==> config.mk <==
export PLATFORM = sky130hd
export DESIGN_NAME = insertion_sorter_unit
export DESIGN_NICKNAME = d
export VERILOG_FILES = /design/src/rtl/isu_pkg.sv /design/src/rtl/isu_cell.sv /design/src/rtl/insertion_sorter_unit.sv
export SDC_FILE = /design/constraint.sdc
export NUM_CORES = 2
export LEC_CHECK = 0
export BUFFER_PORTS_ARGS = -buffer_cell sky130_fd_sc_hd__buf_2
export CAP_MARGIN = 15
export CORE_MARGIN = 4
export CORE_UTILIZATION = 50
export DETAILED_ROUTE_END_ITERATION = 10
export GPL_TIMING_DRIVEN = 0
export HOLD_SLACK_MARGIN = 0.08
export PLACE_DENSITY_LB_ADDON = 0.2
export REMOVE_ABC_BUFFERS = 1
export SYNTH_ARGS = -nofsm -noshare
export SYNTH_HDL_FRONTEND = slang
export SYNTH_SLANG_ARGS = --single-unit
==> constraint.sdc <==
create_clock -name i_clk -period 7.3 [get_ports i_clk]
set_input_delay 0.73 -clock i_clk [delete_from_list [all_inputs] [get_ports i_clk]]
set_output_delay 0.73 -clock i_clk [all_outputs]
set_load 0.05 [all_outputs]
==> src/rtl/isu_pkg.sv <==
// ----------------------------------------------------------------------------
// isu_pkg: shared types and constants of the insertion sorter
// Key width, default store depth and the control word broadcast to the cells.
// ----------------------------------------------------------------------------
package isu_pkg;

    localparam int KEY_W        = 32;
    localparam int MAX_KEYS_DEF = 32;

    // Control word sent to every cell of the row in each cycle.
    typedef struct packed {
        logic                    insert;  // place key into the sorted row
        logic                    drain;   // shift the row one cell toward the head
        logic signed [KEY_W-1:0] key;     // key being inserted
    } t_cell_ctl;

endpackage

==> src/rtl/isu_cell.sv <==
// ----------------------------------------------------------------------------
// isu_cell: one compare-and-shift cell of the sorter row
// Holds one key and its valid bit, takes a key from its left neighbor or the
// broadcast key on insert, and takes its right neighbor's key on drain.
// ----------------------------------------------------------------------------
module isu_cell (
    input  logic                            i_clk,
    input  logic                            i_rst_n,
    input  isu_pkg::t_cell_ctl              i_ctl,
    input  logic signed [isu_pkg::KEY_W-1:0] i_left_key,
    input  logic                            i_left_vld,
    input  logic                            i_left_gt,
    input  logic signed [isu_pkg::KEY_W-1:0] i_right_key,
    input  logic                            i_right_vld,
    output logic signed [isu_pkg::KEY_W-1:0] o_key,
    output logic                            o_vld,
    output logic                            o_gt
);

    logic signed [isu_pkg::KEY_W-1:0] r_key;
    logic                             r_vld;
    logic                             w_first_empty;
    logic                             w_take;

    // Strictly greater, so an equal new key lands behind stored equal keys.
    assign o_gt          = r_vld && (r_key > i_ctl.key);
    assign w_first_empty = !r_vld && i_left_vld;
    assign w_take        = o_gt || w_first_empty;

    always_ff @(posedge i_clk) begin
        if (!i_rst_n) begin
            r_vld <= 1'b0;
        end else if (i_ctl.drain) begin
            r_vld <= i_right_vld;
        end else if (i_ctl.insert && w_first_empty) begin
            r_vld <= 1'b1;
        end
    end

    always_ff @(posedge i_clk) begin
        if (i_ctl.drain) begin
            r_key <= i_right_key;
        end else if (i_ctl.insert && w_take) begin
            r_key <= i_left_gt ? i_left_key : i_ctl.key;
        end
    end

    assign o_key = r_key;
    assign o_vld = r_vld;

endmodule

==> src/rtl/insertion_sorter_unit.sv <==
// ----------------------------------------------------------------------------
// insertion_sorter_unit: streaming insertion sorter for signed 32-bit keys
// A row of compare-and-shift cells keeps the keys of one set in ascending
// order and streams them out, smallest first, once the last key arrives.
// ----------------------------------------------------------------------------
//
//  channel   direction  handshake            word
//  -------   ---------  -------------------  ----------------------------------
//  input     in         start & !busy        i_key_value, i_last_key
//  result    out        o_valid (one cycle)  o_sorted_key, o_last_out,
//                                            o_overflowed
//
// A key is taken in every cycle while busy is low; every cell compares the
// new key with its own in parallel, so each key is placed as it is taken.
// The word marked last starts a drain: the row shifts toward its head once a
// cycle and emits one result per stored key, busy staying high until the
// last one is shifted out. Results are registered from the head cell as
// the row shifts and cannot be stalled by the receiver. Reset (synchronous,
// active low) empties the row and clears the count and the overflow flag.
module insertion_sorter_unit #(
    parameter int MAX_KEYS = isu_pkg::MAX_KEYS_DEF
) (
    input  logic                             i_clk,
    input  logic                             i_rst_n,
    input  logic                             start,
    output logic                             busy,
    input  logic signed [isu_pkg::KEY_W-1:0] i_key_value,
    input  logic                             i_last_key,
    output logic                             o_valid,
    output logic signed [isu_pkg::KEY_W-1:0] o_sorted_key,
    output logic                             o_last_out,
    output logic                             o_overflowed
);

    localparam int CNT_W = $clog2(MAX_KEYS + 1);

    // Per-cell outputs of the row.
    logic signed [isu_pkg::KEY_W-1:0] w_key [MAX_KEYS];
    logic                             w_vld [MAX_KEYS];
    logic                             w_gt  [MAX_KEYS];

    isu_pkg::t_cell_ctl w_ctl;

    logic [CNT_W-1:0]                 r_count;
    logic                             r_drop;
    logic                             r_busy;
    logic                             r_out_vld;
    logic signed [isu_pkg::KEY_W-1:0] r_out_key;
    logic                             r_out_last;
    logic                             r_out_ovf;

    logic w_accept;
    logic w_full;

    assign w_accept = start && !r_busy;
    assign w_full   = (r_count == CNT_W'(MAX_KEYS));

    // A full row ignores the key; the drop is remembered for the whole set.
    assign w_ctl.insert = w_accept && !w_full;
    assign w_ctl.drain  = r_busy;
    assign w_ctl.key    = i_key_value;

    // The head cell sees an always-valid, never-greater left neighbor, and
    // the tail cell sees an empty right neighbor, so the row drains to empty.
    for (genvar g = 0; g < MAX_KEYS; g++) begin : g_cell
        logic signed [isu_pkg::KEY_W-1:0] w_lkey;
        logic                             w_lvld;
        logic                             w_lgt;
        logic signed [isu_pkg::KEY_W-1:0] w_rkey;
        logic                             w_rvld;

        if (g == 0) begin : g_head
            assign w_lkey = i_key_value;
            assign w_lvld = 1'b1;
            assign w_lgt  = 1'b0;
        end else begin : g_mid_l
            assign w_lkey = w_key[g-1];
            assign w_lvld = w_vld[g-1];
            assign w_lgt  = w_gt[g-1];
        end

        if (g == MAX_KEYS - 1) begin : g_tail
            assign w_rkey = w_key[g];
            assign w_rvld = 1'b0;
        end else begin : g_mid_r
            assign w_rkey = w_key[g+1];
            assign w_rvld = w_vld[g+1];
        end

        isu_cell u_cell (
            .i_clk       (i_clk),
            .i_rst_n     (i_rst_n),
            .i_ctl       (w_ctl),
            .i_left_key  (w_lkey),
            .i_left_vld  (w_lvld),
            .i_left_gt   (w_lgt),
            .i_right_key (w_rkey),
            .i_right_vld (w_rvld),
            .o_key       (w_key[g]),
            .o_vld       (w_vld[g]),
            .o_gt        (w_gt[g])
        );
    end

    // Control: count keys while filling, then count down one per emitted word.
    always_ff @(posedge i_clk) begin
        if (!i_rst_n) begin
            r_count   <= '0;
            r_drop    <= 1'b0;
            r_busy    <= 1'b0;
            r_out_vld <= 1'b0;
        end else begin
            r_out_vld <= r_busy;
            if (r_busy) begin
                r_count <= r_count - CNT_W'(1);
                if (r_count == CNT_W'(1)) begin
                    r_busy <= 1'b0;
                    r_drop <= 1'b0;
                end
            end else if (w_accept) begin
                if (w_full) begin
                    r_drop <= 1'b1;
                end else begin
                    r_count <= r_count + CNT_W'(1);
                end
                if (i_last_key) begin
                    r_busy <= 1'b1;
                end
            end
        end
    end

    // Result word taken from the head cell as the row shifts.
    always_ff @(posedge i_clk) begin
        if (r_busy) begin
            r_out_key  <= w_key[0];
            r_out_last <= (r_count == CNT_W'(1));
            r_out_ovf  <= r_drop;
        end
    end

    assign busy         = r_busy;
    assign o_valid      = r_out_vld;
    assign o_sorted_key = r_out_key;
    assign o_last_out   = r_out_last;
    assign o_overflowed = r_out_ovf;

endmodule

* Yosys cells after proc, flatten, opt, wreduce, memory -nomap -nowiden
Index checks and enable logic that the tools add are counted.
Cells by class: $add $sub $neg 2, multiply operators 0, div/mod/pow operators 0, $lt $le $gt $ge 32, equality and inequality tests 4, shift-type cells 0, muxes and demuxes 166, bitwise gates (word level) 2, reduce and logical (&&, ||, !) cells 263
Operators by type and width (number):
- two-way mux 32 bit | 93
- > comparator 32 bit | 32
- logical AND 1 bit | 129
- nonzero test 2 bit | 64
- two-way mux 1 bit | 70
- logical NOT 1 bit | 34
- logical OR 1 bit | 32
- two-way mux 6 bit | 3
- adder 6 x 1 -> 6 bit (second input constant) | 1
- == test 6 x 1 -> 1 bit (second input constant) | 1
- == test 6 bit (second input constant) | 1
- subtractor 6 x 1 -> 6 bit (second input constant) | 1
- AND reduction 2 bit | 2
- AND reduction 3 bit | 1
- != test 2 x 1 -> 1 bit (second input constant) | 1
- != test 2 bit (second input constant) | 1
- inverter 1 bit | 2
- OR reduction 2 bit | 1
Word-level totals: flip-flop bits (word level) 1099, bits in latches 0, RAM bits 0, memory bits (read-only) 0, bits of input ports 36, output and inout bits 36, memories 0

* Longest topological paths before layout
depth after elaboration 6, mapped depth 14, depth with buffers taken out 10

* Cells and area by module
From an unflattened synthesis, not the netlist that was laid out.
Second synthesis, totals: cells, all modules 8643, area, all modules 81813.5 um2
Modules (own cells, without submodules):
- isu_cell | times used 32, cells an instance 267, area each 2507.4 um2, seq. area each 980.9 um2
- insertion_sorter_unit | times used 1, cells an instance 99, area each 1576.5 um2, seq. area each 1201.2 um2

* Least setup slack after synthesis
Ideal clock, no wire load.
path kind input to register, start point in i_key_value[14] (netlist name), end point reg g_cell[4].u_cell.r_key, in the netlist g_cell[4].u_cell.o_key[0], enable pin, library setup time 0.470 ns, data arrival time 6.438 ns, data required time 6.830 ns, slack 0.392 ns, stages on the path 13, buffers on the path 4, cell sequence clkbuf_1 > inv_1 > clkbuf_1 > ha_1 > a21oi_1 > nand2_1 > a21o_1 > a2111o_1 > a211oi_1 > mux2i_1 > clkbuf_1 > clkbuf_1 > o31ai_1
On the way: word-level cells in the longest chain between the ends 5
Ends and longest elaborated chain:
- start: declaration | RTL line insertion_sorter_unit.sv:27 | input logic signed [isu_pkg::KEY_W-1:0] i_key_value,
- > comparator 32 bit | RTL line isu_cell.sv:26 | assign o_gt = r_vld && (r_key > i_ctl.key);
- logical AND 1 bit | RTL line isu_cell.sv:26
- logical OR 1 bit | RTL line isu_cell.sv:28 | assign w_take = o_gt || w_first_empty;
- logical AND 1 bit | RTL line isu_cell.sv:43 | end else if (i_ctl.insert && w_take) begin
- nonzero test 2 bit (no source line)
- end signal: assignment | RTL line isu_cell.sv:42 | r_key <= i_right_key;
- end signal: assignment | RTL line isu_cell.sv:44 | r_key <= i_left_gt ? i_left_key : i_ctl.key;
- end: declaration | RTL line isu_cell.sv:20 | logic signed [isu_pkg::KEY_W-1:0] r_key;
No other way between the ends. A chain may end at the register's enable or synchronous reset.

* Worst setup path in the final report
start point in i_key_value[14] (netlist name), end point reg g_cell[8].u_cell.r_key, in the netlist g_cell[8].u_cell.o_key[30] (data pin)
On the way: word-level cells in the longest chain between the ends 5
Ends and longest elaborated chain:
- > comparator 32 bit | RTL line isu_cell.sv:26
- logical AND 1 bit | RTL line isu_cell.sv:26
- two-way mux 32 bit | RTL line isu_cell.sv:44
- two-way mux 32 bit | RTL line isu_cell.sv:43
- two-way mux 32 bit | RTL line isu_cell.sv:41 | if (i_ctl.drain) begin
- end signal: assignment | RTL line isu_cell.sv:42
- end signal: assignment | RTL line isu_cell.sv:44
- end: declaration | RTL line isu_cell.sv:20
No other way between the ends. The select of a mux whose other input is x is not followed.

==> flow_metrics.py <==
metrics = {
    "pwr": {
        "p_sw_share_pct": 35.9,
        "leakage_nw": 32.4,
        "worst_ir_drop_vdd_mv": 0.256,
        "p_switching_mw": 8.18,
        "power_density_nw_per_um2": 262,
        "p_int_mw": 14.6,
        "combPwrFrac_pct": 28.7,
        "seqPwrFrac_pct": 41.1,
        "p_clk_share_pct": 30.1,
    },
    "place": {
        "dpl.hpwl_um": 216000,
        "gp_congestion": 0.966,
        "pre_cts_slack_ns": 0.661,
        "place_inst": 9325,
        "io_buffers": 71,
    },
    "grt": {
        "antenna_found_initial": 19,
        "grt_usage_pct": 36.7,
        "grt_pass1_vias": 67000,
        "grt_first_pass_wirelength_um": 446000,
        "gr-total-overflow": 0,
        "grt_max_degree": 118,
    },
    "floorplanning": {
        "dieArea_um2": 162000,
        "die_w_um": 403,
        "num_rows": 144,
        "initial_core_util_pct": 50.5,
        "pin_count": 72,
        "fp.dieH_um": 403,
        "core_area_um2": 155000,
    },
    "clocking": {
        "htreeDepth": 4,
        "cts_resized": 0,
        "cts_sinks": 1099,
        "clock_path_buffers": 3,
        "clock_latency_ns": 0.78,
        "root_buffer": "clkbuf_16",
        "cts_setup_buffers": 0,
        "hold_buffers": 0,
        "cts_tree": "done",
        "cts_buffers": 136,
        "cts.clk_slew.worst_paths_ns": 0.06,
    },
    "synthesis": {
        "synthTopCellsByArea": "edfxtp_1 (41%), ha_1 (16%), o221ai_1 (4.7%), nand2_1 (4.7%), o21ai_0 (3.9%)",
        "syn_area_per_cell_um2": 10.1,
        "synth_top_cell_by_area": "edfxtp_1",
        "synthSimpleGateAreaFrac_pct": 11.6,
        "synth_top_flop_cell": "edfxtp_1",
        "synthMuxAreaShare_pct": 2.78,
        "synth_most_common_cell": "edfxtp_1",
        "synth_fa_ha_area_share_pct": 16.5,
        "syn_area_um2": 78000,
        "synth.top_cells.by_count": "edfxtp_1 (1058), ha_1 (1028), nand2_1 (978)",
        "ys_warn_count": 0,
        "synth_top_family_by_area": "compound AO/OA/AOI/OAI gates",
        "seq_area_frac_synth_pct": 41.8,
        "synth_cells": 7701,
        "synth_compound_area_share_pct": 23.3,
        "synth_cell_type_count": 71,
        "async_flop_share_pct": 0,
        "ys_ff_latch": 1099,
        "yosysTopAreaCellShare_pct": 40.7,
        "synth_edf_count": 1058,
        "synthXorXnorAreaFrac_pct": 0.212,
    },
    "sta": {
        "finalClockSkew_ns": 0.0308,
        "max_freq_mhz": 168,
        "hold_viol_final": 0,
        "timing.final.crit_share_pct": 81.6,
        "setup_tns_ns": 0,
        "hold_slack_ns": 0.297,
        "setup_violations": 0,
        "maxSlewHeadroom_pct": 19.7,
        "setup_ws_ns": 1.35,
        "drv_slew": 0,
        "rsz0062_at_grt": "no",
        "worstMarginPinSlew_ns": 1.21,
        "finalCriticalPeriod_ns": 5.95,
    },
    "setup_path": {
        "crit_start": "i_key_value[14]",
        "reg2reg_from": "busy$_SDFF_PN0_",
        "endpoint": "g_cell[8].u_cell.o_key[30]$_DFFE_PP_",
        "rrSetupSlack_ns": 2.44,
        "crit_arrival_ns": 6.42,
        "required_ns": 7.76,
        "crit_fanout": 34,
        "cp-end-kind": "flip-flop",
        "start_kind": "primary input",
        "crit_type": "in2reg",
        "r2r_end": "g_cell[0].u_cell.o_key[21]$_DFFE_PP_",
        "reg2regPathDepth": 11,
    },
    "routing": {
        "drc": 0,
        "wl_met2_um": 139000,
        "dr_wl_met3_um": 37200,
        "drt_iter0_drc": 10200,
        "drt_wl_total_um": 309000,
        "dr.pass1.iters": 6,
        "wl_met1_um": 112000,
        "via_count": 70000,
        "ant_nets": 0,
        "vias_per_cell": 7.29,
        "wire_per_inst_um": 32.2,
        "top_layer_used": "met5",
    },
    "job": {
        "max_cap_violations": 0,
    },
    "layout": {
        "post-route-util_pct": 56.4,
        "drive_above_1_share_pct": 7.86,
        "fillerInstances": 13200,
        "synthToLayoutAreaGrowth_pct": 11.7,
        "nets": 8497,
        "layoutNonFillerInstCount": 9604,
    },
    "min_path": {
        "hp-class": "in2reg",
    },
    "status": {
        "outcome": "completed",
    },
}
## per-layer routing
layer  vias up  track usage (%)
met1     34100             44.9
met4        10             22.8
li1      30100                -
met3      1153             10.9
met5         -                0
met2      4698             56.9
## area by class of cell
cell class	count	area, um2	area share [%]
clock inverters	63	579	0.665
well taps	2044	2560	2.94
inverters	107	484	0.556
diodes	15	37.5	0.0431
repair buffers	217	3780	4.34
flip-flops and latches	1099	32600	37.4
multi-input cells	5872	43300	49.7
clock buffers	187	3800	4.36
## power groups by stage
stage | registers (mW) | logic [mW] | clock network (mW)
4_1_cts | 9.30 | 6.34 | 6.87
2_1_floorplan | 9.09 | 4.59 | 0
3_5_place_dp | 9.43 | 6.31 | 0
3_3_place_gp | 9.85 | 6.26 | 0
5_1_grt | 9.38 | 7.12 | 7.13
6_report | 9.38 | 6.55 | 6.86
## cell usage in the layout (no fill, tap or decap), types with 42 or more instances in the layout
cell	netlist	layout
nor2_1	72	71
inv_1	106	75
nand4_1	151	151
buf_16	0	99
o21a_1	98	98
ha_1	1028	1028
a21o_1	183	183
buf_2	88	69
a2bb2oi_1	310	310
o211ai_1	62	62
nand3_1	571	570
o21ai_0	607	582
a31oi_1	284	272
o221ai_1	420	420
edfxtp_1	1058	1058
a21oi_1	412	412
clkbuf_16	0	140
mux2i_1	172	161
nor4_1	42	42
nand2_1	978	977
## cells by family after synthesis
group | count (synthesis)
xor gates and xnor gates | 18
adders and majority gates | 1028
muxes | 212
and+or+nand+nor | 1972
DFF | 1099
buffers and inverters | 730
AOI/OAI and AO/OA | 2642
## state kept, by name, indices dropped and copies added, names as in the netlist
register and flops:
busy 1, g_cell.u_cell.o_key 1024, g_cell.u_cell.o_vld 32, o_last_out 1, o_overflowed 1, o_sorted_key 32, o_valid 1, r_count 6
r_drop 1
## worst min-delay path by stage
stage | startpoint | end | slack, ns | depth (start not counted)
global placement | r_drop$_SDFFE_PN0P_ | o_overflowed$_DFFE_PP_ | 0.42 | 0
global route | i_last_key | busy$_SDFF_PN0_ | 0.35 | 4
finish | i_last_key | busy$_SDFF_PN0_ | 0.30 | 4
detailed placement | r_drop$_SDFFE_PN0P_ | o_overflowed$_DFFE_PP_ | 0.43 | 0
CTS | i_last_key | busy$_SDFF_PN0_ | 0.27 | 4
floorplan | r_drop$_SDFFE_PN0P_ | o_overflowed$_DFFE_PP_ | 0.41 | 0
## metrics by stage
| step | area [um2] | total power, mW |
|---|---|---|
| 2_1_floorplan | 75500 | 13.7 |
| 3_3_place_gp | 78400 | 16.1 |
| 3_5_place_dp | 82400 | 15.7 |
| 4_1_cts | 86800 | 22.5 |
| 5_1_grt | 87100 | 23.6 |
| 6_report | 87100 | 22.8 |
## worst max-delay path, cell delays in order
cell and delay [ns]:
buf_2 0.86, inv_4 0.43, buf_16 0.35, ha_1 0.36, nand4_1 0.12, nor4_1 0.61
o21ai_0 0.26, o211ai_1 0.25, a21oi_1 0.20, xor2_4 0.81, a21o_1 1.03, o221ai_1 0.27
Note: power is estimated with default switching activity, not from simulation.
